**src/rtl/asst_pkg.sv**
```systemverilog
// ----------------------------------------------------------------------------
// asst_pkg: shared types and constants for the service and sleep timer
// Action codes, register indexes, counter width and life test limits.
// ----------------------------------------------------------------------------
package asst_pkg;

    localparam int COUNT_WIDTH = 8;

    typedef logic [COUNT_WIDTH-1:0] t_count;
    typedef logic [7:0]             t_limit;
    typedef logic [2:0]             t_action;
    typedef logic [2:0]             t_level;
    typedef logic [2:0]             t_cfg_idx;

    // actions
    localparam t_action ACT_LIFE_TICK  = 3'd0;
    localparam t_action ACT_TIMER_TICK = 3'd1;
    localparam t_action ACT_SET_LEVEL  = 3'd2;
    localparam t_action ACT_SET_POWER  = 3'd3;
    localparam t_action ACT_CLR_SVC    = 3'd4;

    // configuration register indexes
    localparam t_cfg_idx CFG_TEST_MODE  = 3'd0;
    localparam t_cfg_idx CFG_LIFE_LOW   = 3'd1;
    localparam t_cfg_idx CFG_LIFE_MID   = 3'd2;
    localparam t_cfg_idx CFG_LIFE_HIGH  = 3'd3;
    localparam t_cfg_idx CFG_UNIT_TICKS = 3'd4;
    localparam t_cfg_idx CFG_BASE_UNITS = 3'd5;

    // register reset values
    localparam t_limit   RST_LIFE_LOW   = 8'd216;
    localparam t_limit   RST_LIFE_MID   = 8'd250;
    localparam t_limit   RST_LIFE_HIGH  = 8'd200;
    localparam t_limit   RST_UNIT_TICKS = 8'd180;
    localparam logic [4:0] RST_BASE_UNITS = 5'd20;

    // short life limits for test mode
    localparam t_limit TEST_LIMIT_LOW  = 8'd5;
    localparam t_limit TEST_LIMIT_MID  = 8'd1;
    localparam t_limit TEST_LIMIT_HIGH = 8'd1;

    localparam t_level MAX_LEVEL = 3'd4;

endpackage

```
**src/rtl/asst_in_if.sv**
```systemverilog
// ----------------------------------------------------------------------------
// asst_in_if: event channel
// Carries one action word with its value under a valid/ready handshake.
// ----------------------------------------------------------------------------
interface asst_in_if;
    logic       valid;
    logic       ready;
    logic [2:0] action;
    logic [2:0] value;

    modport source (output valid, output action, output value, input ready);
    modport sink   (input valid, input action, input value, output ready);
endinterface

```
**src/rtl/asst_out_if.sv**
```systemverilog
// ----------------------------------------------------------------------------
// asst_out_if: status channel
// Carries one status word per event under a valid/ready handshake.
// ----------------------------------------------------------------------------
interface asst_out_if;
    logic       valid;
    logic       ready;
    logic       service_due;
    logic       function_stopped;
    logic       system_on;
    logic [2:0] timer_level;
    logic       clear_outputs;
    logic       off_tone;
    logic       on_tone;

    modport source (output valid, output service_due, output function_stopped,
                    output system_on, output timer_level, output clear_outputs,
                    output off_tone, output on_tone, input ready);
    modport sink   (input valid, input service_due, input function_stopped,
                    input system_on, input timer_level, input clear_outputs,
                    input off_tone, input on_tone, output ready);
endinterface

```
**src/rtl/appliance_service_and_sleep_timer_top.sv**
```systemverilog
// ----------------------------------------------------------------------------
// appliance_service_and_sleep_timer_top: filter life counter and sleep timer
// Each accepted event word passes the input register and then the output register.
// Throughput: one event per cycle unless the output stalls; the state registers close
// the loop in a single pass through the update logic between input and output registers.
// Reset (synchronous, active low) clears all counters, the state and valid flags and the level,
// and loads the configuration registers with their default limits.
// ----------------------------------------------------------------------------
module appliance_service_and_sleep_timer_top (
    input  logic                i_clk,
    input  logic                i_rst_n,
    input  logic                i_cfg_we,
    input  asst_pkg::t_cfg_idx  i_cfg_idx,
    input  logic [7:0]          i_cfg_data,
    asst_in_if.sink             i_in,
    asst_out_if.source          o_out
);

    // configuration
    logic               r_test_mode;
    asst_pkg::t_limit   r_lim_lo, r_lim_mid, r_lim_hi, r_unit_ticks;
    logic [4:0]         r_base_units;

    // state
    asst_pkg::t_count   r_life_lo, r_life_mid, r_life_hi, r_prescale, r_units;
    asst_pkg::t_count   n_life_lo, n_life_mid, n_life_hi, n_prescale, n_units;
    logic               r_svc, r_stop, r_power, n_svc, n_stop, n_power;
    asst_pkg::t_level   r_level, r_seen, n_level, n_seen;

    // input and output stages
    logic               r_in_vld;
    asst_pkg::t_action  r_act;
    logic [2:0]         r_val;
    logic               r_out_vld;
    logic               r_clr, r_off_t, r_on_t, n_clr, n_off_t, n_on_t;
    logic               r_o_svc, r_o_stop, r_o_power;
    asst_pkg::t_level   r_o_level;

    logic               adv;
    logic               fire;

    asst_pkg::t_limit   lim_lo, lim_mid, lim_hi, unit_lim;
    asst_pkg::t_level   lvl_m1;

    assign adv      = !r_out_vld || o_out.ready;
    assign fire     = r_in_vld && adv;
    assign i_in.ready = !r_in_vld || adv;

    assign lim_lo  = r_test_mode ? asst_pkg::TEST_LIMIT_LOW  : r_lim_lo;
    assign lim_mid = r_test_mode ? asst_pkg::TEST_LIMIT_MID  : r_lim_mid;
    assign lim_hi  = r_test_mode ? asst_pkg::TEST_LIMIT_HIGH : r_lim_hi;
    assign lvl_m1  = r_level - 3'd1;
    assign unit_lim = {3'b000, r_base_units} << lvl_m1[1:0];

    always_comb begin
        n_life_lo  = r_life_lo;
        n_life_mid = r_life_mid;
        n_life_hi  = r_life_hi;
        n_prescale = r_prescale;
        n_units    = r_units;
        n_svc      = r_svc;
        n_stop     = r_stop;
        n_power    = r_power;
        n_level    = r_level;
        n_seen     = r_seen;
        n_clr      = 1'b0;
        n_off_t    = 1'b0;
        n_on_t     = 1'b0;
        case (r_act)
            asst_pkg::ACT_LIFE_TICK: begin
                if (!r_svc) begin
                    n_life_lo = r_life_lo + asst_pkg::t_count'(1);
                    if (n_life_lo >= asst_pkg::t_count'(lim_lo)) begin
                        n_life_lo  = '0;
                        n_life_mid = r_life_mid + asst_pkg::t_count'(1);
                        if (n_life_mid >= asst_pkg::t_count'(lim_mid)) begin
                            n_life_mid = '0;
                            n_life_hi  = r_life_hi + asst_pkg::t_count'(1);
                            if (n_life_hi >= asst_pkg::t_count'(lim_hi)) begin
                                n_life_hi = '0;
                                n_stop    = 1'b1;
                                n_svc     = 1'b1;
                                n_level   = '0;
                                n_clr     = 1'b1;
                            end
                        end
                    end
                end
            end
            asst_pkg::ACT_TIMER_TICK: begin
                // a level change restarts both timer counters
                if (r_level != r_seen) begin
                    n_seen     = r_level;
                    n_prescale = '0;
                    n_units    = '0;
                end
                if (r_level != '0) begin
                    n_prescale = n_prescale + asst_pkg::t_count'(1);
                    if (n_prescale >= asst_pkg::t_count'(r_unit_ticks)) begin
                        n_prescale = '0;
                        n_units    = n_units + asst_pkg::t_count'(1);
                        if (n_units >= asst_pkg::t_count'(unit_lim)) begin
                            n_level = '0;
                            n_units = '0;
                            if (r_power) begin
                                n_power = 1'b0;
                                n_off_t = 1'b1;
                                n_clr   = 1'b1;
                            end else begin
                                n_power = 1'b1;
                                n_on_t  = 1'b1;
                            end
                        end
                    end
                end
            end
            asst_pkg::ACT_SET_LEVEL: begin
                if (!r_stop) begin
                    n_level = (r_val > asst_pkg::MAX_LEVEL) ? asst_pkg::MAX_LEVEL : r_val;
                end
            end
            asst_pkg::ACT_SET_POWER: begin
                if (!r_stop) begin
                    n_power = r_val[0];
                end
            end
            asst_pkg::ACT_CLR_SVC: begin
                n_svc      = 1'b0;
                n_stop     = 1'b0;
                n_life_lo  = '0;
                n_life_mid = '0;
                n_life_hi  = '0;
            end
            default: begin
            end
        endcase
    end

    // configuration writes
    always_ff @(posedge i_clk) begin
        if (!i_rst_n) begin
            r_test_mode  <= 1'b0;
            r_lim_lo     <= asst_pkg::RST_LIFE_LOW;
            r_lim_mid    <= asst_pkg::RST_LIFE_MID;
            r_lim_hi     <= asst_pkg::RST_LIFE_HIGH;
            r_unit_ticks <= asst_pkg::RST_UNIT_TICKS;
            r_base_units <= asst_pkg::RST_BASE_UNITS;
        end else if (i_cfg_we) begin
            case (i_cfg_idx)
                asst_pkg::CFG_TEST_MODE:  r_test_mode  <= i_cfg_data[0];
                asst_pkg::CFG_LIFE_LOW:   r_lim_lo     <= i_cfg_data;
                asst_pkg::CFG_LIFE_MID:   r_lim_mid    <= i_cfg_data;
                asst_pkg::CFG_LIFE_HIGH:  r_lim_hi     <= i_cfg_data;
                asst_pkg::CFG_UNIT_TICKS: r_unit_ticks <= i_cfg_data;
                asst_pkg::CFG_BASE_UNITS: r_base_units <= i_cfg_data[4:0];
                default: begin
                end
            endcase
        end
    end

    // state and handshake control
    always_ff @(posedge i_clk) begin
        if (!i_rst_n) begin
            r_life_lo  <= '0;
            r_life_mid <= '0;
            r_life_hi  <= '0;
            r_prescale <= '0;
            r_units    <= '0;
            r_svc      <= 1'b0;
            r_stop     <= 1'b0;
            r_power    <= 1'b0;
            r_level    <= '0;
            r_seen     <= '0;
            r_in_vld   <= 1'b0;
            r_out_vld  <= 1'b0;
        end else begin
            if (i_in.ready) begin
                r_in_vld <= i_in.valid;
            end
            if (adv) begin
                r_out_vld <= r_in_vld;
            end
            if (fire) begin
                r_life_lo  <= n_life_lo;
                r_life_mid <= n_life_mid;
                r_life_hi  <= n_life_hi;
                r_prescale <= n_prescale;
                r_units    <= n_units;
                r_svc      <= n_svc;
                r_stop     <= n_stop;
                r_power    <= n_power;
                r_level    <= n_level;
                r_seen     <= n_seen;
            end
        end
    end

    // payload registers
    always_ff @(posedge i_clk) begin
        if (i_in.ready && i_in.valid) begin
            r_act <= i_in.action;
            r_val <= i_in.value;
        end
        if (fire) begin
            r_o_svc   <= n_svc;
            r_o_stop  <= n_stop;
            r_o_power <= n_power;
            r_o_level <= n_level;
            r_clr     <= n_clr;
            r_off_t   <= n_off_t;
            r_on_t    <= n_on_t;
        end
    end

    assign o_out.valid            = r_out_vld;
    assign o_out.service_due      = r_o_svc;
    assign o_out.function_stopped = r_o_stop;
    assign o_out.system_on        = r_o_power;
    assign o_out.timer_level      = r_o_level;
    assign o_out.clear_outputs    = r_clr;
    assign o_out.off_tone         = r_off_t;
    assign o_out.on_tone          = r_on_t;

    // no word may be taken while both stages are full and the output stalls
    a_no_overrun: assert property (@(posedge i_clk) disable iff (!i_rst_n)
        (r_in_vld && r_out_vld && !o_out.ready) |-> !i_in.ready)
        else $error("event word accepted into a full pipeline");

    // life counters hold while service is due, unless a clear service word runs
    a_life_frozen: assert property (@(posedge i_clk) disable iff (!i_rst_n)
        (r_svc && !(fire && r_act == asst_pkg::ACT_CLR_SVC))
        |=> ($stable(r_life_lo) && $stable(r_life_mid) && $stable(r_life_hi)))
        else $error("life counters moved while service due");

    // a power-on tone comes only with the timer expired and the system on
    a_on_tone: assert property (@(posedge i_clk) disable iff (!i_rst_n)
        (o_out.valid && o_out.on_tone)
        |-> (o_out.system_on && o_out.timer_level == '0 && !o_out.off_tone))
        else $error("on tone without timer expiry");

endmodule
```
**src/flat_wrapper.sv**
```systemverilog
// flat-port wrapper written by rule: the top's interface ports become plain ports
module appliance_service_and_sleep_timer_top_flat 
  (i_clk, i_rst_n, i_cfg_we, i_cfg_idx, i_cfg_data, i_in_valid, i_in_action, i_in_value, i_in_ready, o_out_valid, o_out_service_due, o_out_function_stopped, o_out_system_on, o_out_timer_level, o_out_clear_outputs, o_out_off_tone, o_out_on_tone, o_out_ready);
  asst_in_if i_in_i ();
  asst_out_if o_out_i ();
  input  logic i_clk;
  input  logic i_rst_n;
  input  logic i_cfg_we;
  input  asst_pkg::t_cfg_idx i_cfg_idx;
  input  logic [7:0] i_cfg_data;
  input wire logic [$bits(i_in_i.valid)-1:0] i_in_valid;
  input wire logic [$bits(i_in_i.action)-1:0] i_in_action;
  input wire logic [$bits(i_in_i.value)-1:0] i_in_value;
  output wire logic [$bits(i_in_i.ready)-1:0] i_in_ready;
  output wire logic [$bits(o_out_i.valid)-1:0] o_out_valid;
  output wire logic [$bits(o_out_i.service_due)-1:0] o_out_service_due;
  output wire logic [$bits(o_out_i.function_stopped)-1:0] o_out_function_stopped;
  output wire logic [$bits(o_out_i.system_on)-1:0] o_out_system_on;
  output wire logic [$bits(o_out_i.timer_level)-1:0] o_out_timer_level;
  output wire logic [$bits(o_out_i.clear_outputs)-1:0] o_out_clear_outputs;
  output wire logic [$bits(o_out_i.off_tone)-1:0] o_out_off_tone;
  output wire logic [$bits(o_out_i.on_tone)-1:0] o_out_on_tone;
  input wire logic [$bits(o_out_i.ready)-1:0] o_out_ready;
  assign i_in_i.valid = i_in_valid;
  assign i_in_i.action = i_in_action;
  assign i_in_i.value = i_in_value;
  assign i_in_ready = i_in_i.ready;
  assign o_out_valid = o_out_i.valid;
  assign o_out_service_due = o_out_i.service_due;
  assign o_out_function_stopped = o_out_i.function_stopped;
  assign o_out_system_on = o_out_i.system_on;
  assign o_out_timer_level = o_out_i.timer_level;
  assign o_out_clear_outputs = o_out_i.clear_outputs;
  assign o_out_off_tone = o_out_i.off_tone;
  assign o_out_on_tone = o_out_i.on_tone;
  assign o_out_i.ready = o_out_ready;
  appliance_service_and_sleep_timer_top u_core (.i_clk(i_clk), .i_rst_n(i_rst_n), .i_cfg_we(i_cfg_we), .i_cfg_idx(i_cfg_idx), .i_cfg_data(i_cfg_data), .i_in(i_in_i), .o_out(o_out_i));
endmodule
```
**config.mk**
```make
export PLATFORM = sky130hd
export DESIGN_NAME = appliance_service_and_sleep_timer_top_flat
export DESIGN_NICKNAME = d
export VERILOG_FILES = /design/src/rtl/asst_pkg.sv /design/src/rtl/asst_in_if.sv /design/src/rtl/asst_out_if.sv /design/src/rtl/appliance_service_and_sleep_timer_top.sv /design/src/flat_wrapper.sv
export SDC_FILE = /design/constraint.sdc
export NUM_CORES = 1
export LEC_CHECK = 0
export BUFFER_PORTS_ARGS = -buffer_cell sky130_fd_sc_hd__buf_2
export CORE_MARGIN = 5
export CORE_UTILIZATION = 32
export CTS_BUF_LIST = sky130_fd_sc_hd__clkbuf_4 sky130_fd_sc_hd__clkbuf_8 sky130_fd_sc_hd__clkbuf_16
export CTS_CLUSTER_SIZE = 25
export DETAILED_ROUTE_END_ITERATION = 16
export HOLD_SLACK_MARGIN = 0.08
export PLACE_DENSITY = 0.54
export SLEW_MARGIN = 20
export SYNTH_ARGS = -nofsm -noshare
export SYNTH_HDL_FRONTEND = slang
export SYNTH_SLANG_ARGS = --single-unit
```
**constraint.sdc**
```tcl
create_clock -name i_clk -period 5.9 [get_ports i_clk]
set_clock_uncertainty 0.15 [all_clocks]
set_input_delay 1.18 -clock i_clk [delete_from_list [all_inputs] [get_ports i_clk]]
set_output_delay 1.18 -clock i_clk [all_outputs]
set_load 0.01 [all_outputs]
```
; Word level (Yosys, flattened, before mapping)
; Index checks and enable logic that the tools add are counted.
[op_classes]
add_sub_neg = 6
order_cmp = 6
n_eq_ne = 13
shifts = 1
mux = 56
n_reduce_logical = 22
[ops]
columns = operator, count
row1 = $mux W8, 21
row2 = $pmux W8 S2, 3
row3 = $add A8 B1 Y8 const B, 5
row4 = $ge A8 B8 Y1, 5
row5 = $mux W3, 9
row6 = $mux W1, 18
row7 = $reduce_and A2 Y1, 7
row8 = $eq A3 B2 Y1 const B, 4
row9 = $eq A3 B3 Y1 const B, 3
row10 = $pmux W3 S3, 1
row11 = $pmux W1 S2, 4
row12 = $reduce_and A4 Y1, 2
row13 = $shl A5 B2 Y8, 1
row14 = $eq A3 B1 Y1 const B, 2
row15 = $logic_not A3 Y1, 2
row16 = $reduce_and A3 Y1, 2
row17 = $reduce_and A5 Y1, 1
row18 = $ne A2 B1 Y1 const B, 2
row19 = $gt A3 B3 Y1 const B, 1
row20 = $ne A3 B3 Y1, 1
row21 = $reduce_bool A3 Y1, 1
row22 = $logic_and A1 B1 Y1, 2
row23 = $logic_not A1 Y1, 2
row24 = $logic_or A1 B1 Y1, 2
row25 = 3 further kinds, 3
[word_totals]
regBits = 104
input_bits = 22
out_inout_bits = 11

; Longest topological paths before layout
[depth]
word_depth = 9
mapped_depth = 17

; Worst setup path before layout
; No wires, ideal clock.
[synth_path]
kind = register -> register
start = register u_core.r_level[2]
end = register u_core.r_o_level[0], in the netlist u_core.o_out.timer_level[0], data pin
setup_ns = 0.269
arrival_time_ns = 3.075
required_ns = 5.481
setup_slack_ns = 2.406
stages_incl_launch_ff = 17
path_buffers = 1
synth_period_minus_slack_ns = 3.494
path_cell_list = dfxtp_1 -> buf_2 -> xnor2_1 -> nand3_1 -> inv_1 -> and2_1 -> ha_1 -> nand3_1 -> xor2_1 -> nor2_1 -> ha_1 -> nand4_1 -> o31ai_1 -> and2_1 -> nand2b_1 -> a21boi_0 -> a21oi_1
[synth_via]
elab_chain_len = 9
elab_cells_between_ends = 14
cone_classes = add/sub: 2 / order compare: 2 / eq/ne: 1 / mux: 8 / reduce/logical: 1
[synth_lines]
columns = element, line_no
row1 = from (decl), appliance_service_and_sleep_timer_top.sv:28  ; asst_pkg::t_level r_level, r_seen, n_level, n_seen;
row2 = from (signal assigned), appliance_service_and_sleep_timer_top.sv:193  ; r_level <= n_level;
row3 = $ne A3 B3 Y1, appliance_service_and_sleep_timer_top.sv:92  ; if (r_level != r_seen) begin
row4 = $mux W8, appliance_service_and_sleep_timer_top.sv:92
row5 = $mux W8, appliance_service_and_sleep_timer_top.sv:69  ; case (r_act)
row6 = $add A8 B1 Y8, appliance_service_and_sleep_timer_top.sv:101  ; n_units = n_units + asst_pkg::t_count'(1);
row7 = $ge A8 B8 Y1, appliance_service_and_sleep_timer_top.sv:102  ; if (n_units >= asst_pkg::t_count'(unit_lim)) begin
row8 = $mux W3, appliance_service_and_sleep_timer_top.sv:102
row9 = $mux W3, appliance_service_and_sleep_timer_top.sv:99  ; if (n_prescale >= asst_pkg::t_count'(r_unit_ticks)) begin
row10 = $mux W3 *, appliance_service_and_sleep_timer_top.sv:97  ; if (r_level != '0) begin
row11 = $pmux W3 S3 *, appliance_service_and_sleep_timer_top.sv:69
row12 = via u_core.n_level[0], appliance_service_and_sleep_timer_top.sv:28
row13 = to (signal assigned), appliance_service_and_sleep_timer_top.sv:209  ; r_o_level <= n_level;
row14 = to (decl), appliance_service_and_sleep_timer_top.sv:37  ; asst_pkg::t_level r_o_level;
; The timed path passes the listed nets; every way through them passes the cells marked *. The select of a mux whose other input is x is not followed.
; A chain may end at the register's enable or synchronous reset.

; Worst setup path in the final report
[layout_path]
start = register u_core.r_level[0]
end = register u_core.r_o_level[1], in the netlist u_core.o_out.timer_level[1], data pin
; Same word-level chain as after synthesis.

==> results.cfg <==
[status]
status = complete, no violations

[global_route]
overflow = 0
grt_pass1_vias = 4515
grt_pass1_wl_mm = 23.0
grt_max_degree = 92
antenna_found_initial = 0
grt_use_total_pct = 12.8

[sta]
tns_ns = 0
setup_viol = 0
whs_ns = 0.318
max_slew.worst_pin.slew_ns = 0.843
finalCriticalPeriod_ns = 4.33
slew_violations = 0
maxSlewHeadroom_pct = 43.8
rsz0062_at_grt = false
hold_viol = 0
fmax_ghz = 0.231
fin_crit_sh_pct = 73.3

[cts]
numClockSinks = 104
cts_tree = done
clockRootBuffer = clkbuf_16
cts_resized = 0
htreeDepth = 3
cts_hold_buffers = 0
clk_latency_ns = 0.36
cts.clk_slew.worst_paths_ns = 0.07
cts_buffers = 9
clock_path_buffers = 2
postCtsSetupRepairBufs = 0

[layout]
multi_input_area_mm2 = 0.00372
finish.net_count = 784
fillers = 1945
drive_gt1_share_pct = 11.0
seq_area_mm2 = 0.00223
diodes = 0
area_growth_pct = 10.9

[critical_path]
slowest_delay_ns = 0.58
rr_startpoint = u_core.r_level[0]
rr_worst_depth = 16
cp_slowest_cell = dfxtp_1
worstSetupEndpointType = flip-flop
reg2reg_slack_ns = 1.57
critPathMaxFanout = 18
critPathArrivalTime_ns = 4.26
r2r-end = u_core.o_out.timer_level[1]
cp_top_family = compound AO/OA/AOI/OAI gates
path_buf_inv = 2
cp_data_required_time_ns = 5.83
crit_chain = xnor2_1, nand3_1, buf_4, inv_1, and2_1, ha_1, nand3_1, xor2_1, nor2_1, ha_1, nand4_1, o31ai_1, and2_1, nand2b_1, a21boi_0, a21oi_1
start_kind = flip-flop
worstSetupPathType = flip-flop to flip-flop

[synthesis]
yosys.area.top_type = dfxtp_1
ys.flop_type = dfxtp_1
syn_nets = 767
synth_cells = 698
async_reset_ff_share_pct = 0
ys_ff_latch = 104
ys_top_cells_by_area = dfxtp_1, ha_1, edfxtp_1, nand2_1, nor2b_1
ys_top_cells_by_count = dfxtp_1, nand2_1, ha_1
avgSynthCellArea_um2 = 8.82
synth_edf_count = 15
yosysTopAreaCellShare_pct = 29.0
ys_types = 69
yosysWarnings = 0
syn_area_mm2 = 0.00615
ys_seq_area_share_pct = 36.3

[floorplanning]
start_util_pct = 32.7
die_area_mm2 = 0.0221
chipHeight_um = 149
core_mm2 = 0.0188
fp.dieW_um = 149
io_pins = 33
std_cell_rows = 50

[route]
dr.pass1.iters = 4
wl_per_cell_um = 13.8
viasPerCell = 4.87
drt.antenna.violating_nets = 0
first_iter_violations = 302
drt_wl_total_mm = 13.6
drc_errors = 0
via_count = 4763

[min_path]
holdPathEnd = u_core.r_lim_hi[0]
hp-start = u_core.r_lim_hi[0]
hp-class = flip-flop to flip-flop
whs_path_depth = 2

[power_and_ir_drop]
cellLeakagePower_nw = 2.78
ir_drop_uv = 146
powerDensity_mw_per_mm2 = 209

[place]
hpwl_mm = 9.69
portBuffers = 32
place_congestion = 0.748

[job]
maxCapViolations = 0
sequential cells by signal (all words and copies together), names as in the netlist, 5 cells and up:
signal,cells
u_core.r_lim_lo,8
u_core.r_lim_hi,8
u_core.r_base_units,5
u_core.r_lim_mid,8
u_core.r_units,8
u_core.r_life_lo,8
u_core.r_prescale,8
u_core.r_life_hi,8
u_core.r_life_mid,8
u_core.r_unit_ticks,8
area by class of cell:
cell class                 instances  area share (%)
clock buffer                      11            3.61
inverter                          21            1.16
tap                              260            4.77
sequential                       104            32.7
multi-input combinational        543            54.5
timing repair buffer              36            2.82
clock inverter                     4           0.422
routing by layer:
| metal | vias to the layer above | routed length, µm | global-route usage [%] |
|---|---|---|---|
| met3 | 13 | 496 | 2.56 |
| met1 | 2192 | 7020 | 18.3 |
| met4 | 0 | 204 | 4.16 |
| met5 | - | 0 | 0 |
| met2 | 65 | 5840 | 19.1 |
| li1 | 2493 | - | - |
metrics by stage:
step	cells	utilization (%)	setup WS, ns	total power, W	area (µm²)
3_3_place_gp	964	34.8	1.71	0.000869	6550
4_1_cts	979	36.2	1.59	0.00145	6820
3_5_place_dp	964	34.8	1.64	0.000870	6550
5_1_grt	979	36.2	1.12	0.00149	6820
2_1_floorplan	698	-	2.41	0.000832	6150
6_report	979	36.2	1.57	0.00143	6820
cells in the final DEF, fill, tap and decap left out, types with 4 or more instances in the layout:
cell,netlist,routed
a21boi_0,20,20
nand3b_1,5,5
o211ai_1,6,6
o21ai_0,17,17
a31oi_1,4,4
o21a_1,13,13
edfxtp_1,15,15
and2_1,13,13
or4_1,5,5
nor2_1,31,31
buf_4,1,5
nor3_1,7,7
xor2_1,19,19
a22oi_1,19,19
a21o_1,5,5
or2_2,7,7
or3_1,6,6
inv_1,20,20
a21oi_1,14,14
xnor2_1,14,14
and3_1,14,14
ha_1,47,47
nor2b_1,38,38
mux2i_1,21,21
dfxtp_1,89,89
nand2_1,89,89
buf_2,4,31
a21boi_1,8,8
clkbuf_16,0,9
nand3_1,35,35
nand2b_1,30,30
logic make-up after synthesis:
group | count (synthesis) | synth area share, %
AND/OR/NAND/NOR | 305 | 26.7
multiplexers | 24 | 3.96
adder cells (fa/ha/maj) | 47 | 9.56
AO/OA/AOI/OAI | 134 | 15.4
XOR/XNOR | 33 | 4.70
buffers and inverters | 51 | 3.38
flip-flops | 104 | 36.3
where the power goes:
group | internal (W) | switching (W) | total [W]
Sequential | 0.000733 | 0.0000133 | 0.000746
Clock | 0.000302 | 0.000275 | 0.000577
Combinational | 0.0000431 | 0.0000625 | 0.000106
worst min-delay path: stages, from the launching register on:
cell and delay, ns:
dfxtp_1 0.31, nand2_1 0.05, a21boi_0 0.06
worst max-delay path by stage:
stage | cells past startpoint | startpoint | endpoint
final | 16 | u_core.r_level[0] | u_core.o_out.timer_level[1]
after global routing | 16 | u_core.r_level[0] | u_core.o_out.timer_level[1]
after CTS | 16 | u_core.r_level[0] | u_core.o_out.timer_level[1]
after detailed placement | 16 | u_core.r_level[0] | u_core.o_out.timer_level[1]
after global placement | 16 | u_core.r_level[0] | u_core.o_out.timer_level[1]
after floorplan | 16 | u_core.r_level[2] | u_core.o_out.timer_level[0]
Note: power is estimated with default switching activity, not from simulation.
